==> config.mk <==
export PLATFORM = sky130hd
export DESIGN_NAME = ttvs_ram
export DESIGN_NICKNAME = d
export VERILOG_FILES = /design/src/hw/rtl/ttvs_ram.sv
export SDC_FILE = /design/constraint.sdc
export NUM_CORES = 1
export LEC_CHECK = 0
export BUFFER_PORTS_ARGS = -buffer_cell sky130_fd_sc_hd__buf_2
export CAP_MARGIN = 10
export CORE_MARGIN = 2
export CORE_UTILIZATION = 40
export CTS_BUF_LIST = sky130_fd_sc_hd__clkbuf_16
export DETAILED_ROUTE_END_ITERATION = 10
export HOLD_SLACK_MARGIN = 0.05
export PLACE_DENSITY = 0.64
export SLEW_MARGIN = 5
export SYNTH_ARGS = -nofsm -noshare
export SYNTH_HDL_FRONTEND = slang
export SYNTH_SLANG_ARGS = --single-unit
export TNS_END_PERCENT = 50
==> constraint.sdc <==
create_clock -name clk -period 1.9 [get_ports clk]
set_clock_uncertainty 0.05 [all_clocks]
set_input_delay 0.38 -clock clk [delete_from_list [all_inputs] [get_ports clk]]
set_output_delay 0.38 -clock clk [all_outputs]
set_load 0.01 [all_outputs]
==> src/hw/rtl/ttvs_ram.sv <==
// ttvs_ram: generic simple dual-port ram, one write and one registered read
// no dependencies
module ttvs_ram #(
    parameter int WIDTH = 8,
    parameter int DEPTH = 16
) (
    input  logic                     clk,
    input  logic                     wr_en,
    input  logic [$clog2(DEPTH)-1:0] wr_addr,
    input  logic [WIDTH-1:0]         wr_data,
    input  logic                     rd_en,
    input  logic [$clog2(DEPTH)-1:0] rd_addr,
    output logic [WIDTH-1:0]         rd_data
);

    logic [WIDTH-1:0] mem [DEPTH];

    always_ff @(posedge clk)
    begin
        if (wr_en)
        begin
            mem[wr_addr] <= wr_data;
        end
        if (rd_en)
        begin
            rd_data <= mem[rd_addr];
        end
    end

endmodule

* Word level (Yosys, flattened, before mapping) *
Memory sizes are Yosys's and may differ from the RTL's. A register that Yosys moved wholly into a read port is not among the register bits.
Index checks and enable logic that the tools add are counted.

cells by class
  multiplexer cells = 2

operators with widths
  kind               number
  1-bit two-way mux  2

storage, ports and cells
  bits in registers = 0
  RAM bits = 128
  input bits = 19
  output and inout bits = 8
  word-level logic and storage cells = 3
  memories kept = 1

memories
  memory  depth  bits a word  read ports  clocked after Yosys merged registers in  wr ports  line  source
  mem     16     8            1           1                                        1         16    logic [WIDTH-1:0] mem [DEPTH];

* Longest topological paths before layout *
  depth after elaboration = 2
  depth in mapped cells = 5
  gate-level depth less buffers = 3

* Least setup slack after synthesis *
OpenSTA, ideal clock, no wires.

  path type = input-to-reg
  start point = in wr_addr[2]
  end point = mem mem[0][0] (enable)
  arrival = 1.490 ns
  path slack = -0.023 ns
  stages = 2
  path through = or3b_2 -> nor3_1

RTL lines
  element             line  source
  start: declaration  9     input logic [$clog2(DEPTH)-1:0] wr_addr,
  end: declaration    16

Straight into the memory's write port.

==> flow_summary.toml <==
[route]
drc = 0
dr.pass1.iters = 4
met3WireLength_um = 353
drt-total-wl_um = 9905
drt_iter0_drc = 204
route.vias.total = 2500
avgRoutedWirePerCell_um = 20.72
met1_length_um = 4459
wl_met2_um = 4901
routed_via_density = 5.230
routed.top_layer = "met4"
ant_nets = 0

[sta]
rsz0062_at_grt = "no"
drv_slew = 0
fin_crit_sh = 0.8372
max_freq_ghz = 0.6286
slew_headroom = 0.7096
layout_min_cycle_time_ns = 1.591
tightest_slew_ns = 0.4356
setup_viol = 0
finalHoldViolations = 0

[layout]
area_growth_pct = 21.85
antenna_cells = 0
final_core_util = 0.5027
drive_gt1_frac = 0.3366
design_area_mm2 = 0.006370
fin_nets = 312

[yosys]
syn-num-nets = 248
yosysTopAreaCell = "edfxtp_1"
synth-adder-area-share = 0
yosys.area_share.simple = 0.03135
syn_area_mm2 = 0.005228
synthCells = 229
yosysSeqAreaShare = 0.7812
synth_compound_area_frac = 0.02298
yosysWarnings = 0
synth_top_family_by_area = "multiplexers"
ys_seq_elements = 136
synth_xor_area_frac = 0
synthMuxAreaShare = 0.1479
yosys-top-cells-area = "edfxtp_1 (78%), mux4_2 (7.8%), mux4_1 (7.0%)"
ys_types = 18
syn_area_per_cell_um2 = 22.83
netlist.area_leader.share = 0.7812

[setup_path]
r2r-end = "rd_data[4]"
ff2ff_setup_slack_ns = 0.37
required_ns = 2.01
arrival_ns = 1.70
critPathLaunchType = "input port"
crit_path_cell_trace = "buf_2 > buf_12 > buf_12 > mux4_1 > a22oi_1 > nand2_1"
cp_slowest_cell = "mux4_1"
path_class = "in2reg"
crit_buf_inv = 3
slowest_delay_ns = 0.53
r2r_cells = 3
crit_path_start = "rd_addr[0]"
timing.rr.start = "mem[8][4]"
crit_fanout = 13
cpMostUsedCell = "buf_12"
critPathCaptureType = "flop"
cp_top_family = "multiplexers"

[placement]
postPlaceCellArea_mm2 = 0.005784
io_buffers = 26
dp_hpwl_um = 6289
gp_congestion = 0.7229

[hold_path]
hold_path.class = "in2reg"
min_to = "rd_data[5]"
hold_path_depth = 1
hp-start = "rd_en"

[power]
switchingPower_mw = 1.367
internal_power_mw = 5.576
power.density_mw_per_mm2 = 1090
swShare = 0.1969
ir_worst_vdd_uv = 668.3
leakagePower_nw = 2.170
power_frac_seq = 0.490
comb_power_share = 0.049
power_frac_clock = 0.462

[global_routing]
grt_pass1_wl_um = 15240
track_usage = 0.1558
grt_pass1_vias = 2561
grt.overflow.total = 0
grt_max_degree = 20
antenna_found_initial = 0

[clocking]
ctsHtreeMaxLevel = 4
cts_buffers = 17
path_clk_slew_ns = 0.06
post_cts_buffers = 0
clock_path_buffers = 2
cts_root_buf = "clkbuf_16"
clk_latency_ns = 0.41
cts_tree = "yes"
cts_resized = 0
cts_hold_buf = 0
cts_sinks = 136

[die]
fp.dieH_um = 118.3
io_pins = 27
die_x_um = 118.3
rows = 41
core_mm2 = 0.01267
initial_core_util = 0.4126
dieArea_mm2 = 0.01400

[status]
outcome = "finished clean"

[run]
drv_cap = 0
-- flip-flops by register name, summed over array words and instances (netlist names) --
| signal | count |
|---|---|
| rd_data | 8 |
| mem | 128 |
-- cell families after synthesis --
kind of cell	after synthesis
AO/OA/AOI/OAI	16
buffers and inverters	10
flip-flops	136
multiplexers	32
AND/OR/NAND/NOR	35
-- worst register-to-register path: cells and delay by family (launching register included) --
family | cells | cell delay, ns
muxes | 1 | 0.49
and+or+nand+nor | 1 | 0.11
DFF | 1 | 0.36
AOI/OAI and AO/OA | 1 | 0.26
-- cells in the final DEF, fill, tap and decap left out --
cell        Yosys  layout
nor2_1         13      13
and2b_1         1       1
or3b_2          1       1
clkinv_1        0       3
a22oi_1        16      16
nand2b_1        2       2
nor3_1          4       3
inv_6           0       1
clkbuf_16       0      17
mux4_1         14      14
clkinv_4        0       1
edfxtp_1      136     136
inv_1           0       1
nand3b_1        2       2
and2_1          1       1
buf_12          0       6
nand3_1         1       1
bufinv_16       0       3
clkinvlp_4      0       3
nand2_1         9       9
nor3_2          0       1
buf_2           3      26
buf_4           1      23
clkinv_2        0       3
nor2b_1         1       1
mux4_2         18      18
-- through the flow --
step,power [mW],hold WS (ns),instances,setup TNS [ns],worst slack (ns)
floorplan,3.634,0.4289,229,0,0.1876
global placement,3.795,0.6792,446,-0.3864,-0.1048
detailed placement,3.804,0.6862,446,-0.4226,-0.1281
CTS,7.010,0.2745,478,0,0.3084
global route,7.168,0.2787,478,0,0.1936
finish,6.943,0.2871,478,0,0.3093
-- routing by layer --
metal | vias up | track usage
li1 | 1110 | -
met1 | 1319 | 0.2087
met2 | 58 | 0.2352
met3 | 13 | 0.03861
met4 | 0 | 0.08358
met5 | - | 0
-- power by group through the flow --
stage                     Sequential (mW)  Clock [mW]  Combinational, mW
final                                3.40        3.21              0.338
after global routing                 3.40        3.40              0.369
after CTS                            3.40        3.27              0.344
after detailed placement             3.46           0              0.344
after global placement               3.46           0              0.337
after floorplan                      3.46           0              0.171
-- layout make-up --
type / instances / area [µm²]
flip-flops and latches: 136 / 4084
fillers: 1030 / 6301
clock inverters: 15 / 160.2
clock buffers: 17 / 425.4
multi-input cells: 83 / 1062
well taps: 172 / 215.2
repair buffers: 55 / 422.9
-- how the worst max path moves through the flow --
stage                            end  slack [ns]  cells past startpoint
after floorplan           rd_data[1]        0.19                      5
after global placement    rd_data[2]       -0.10                      6
after detailed placement  rd_data[2]       -0.13                      6
after CTS                 rd_data[2]        0.31                      6
after global routing      rd_data[2]        0.19                      6
final                     rd_data[2]        0.31                      6
-- synth_stat cells (all sizes together) --
master         instances
and2b                  1
a22oi                 16
nand2b                 2
nor2b                  1
mux4                  32
buf                    7
or3b                   1
and2                   1
edfxtp               136
nand2                  9
nor3                   4
nor2                  13
clkdlybuf4s25          3
nand3b                 2
nand3                  1
Note: power is estimated with default switching activity, not from simulation.
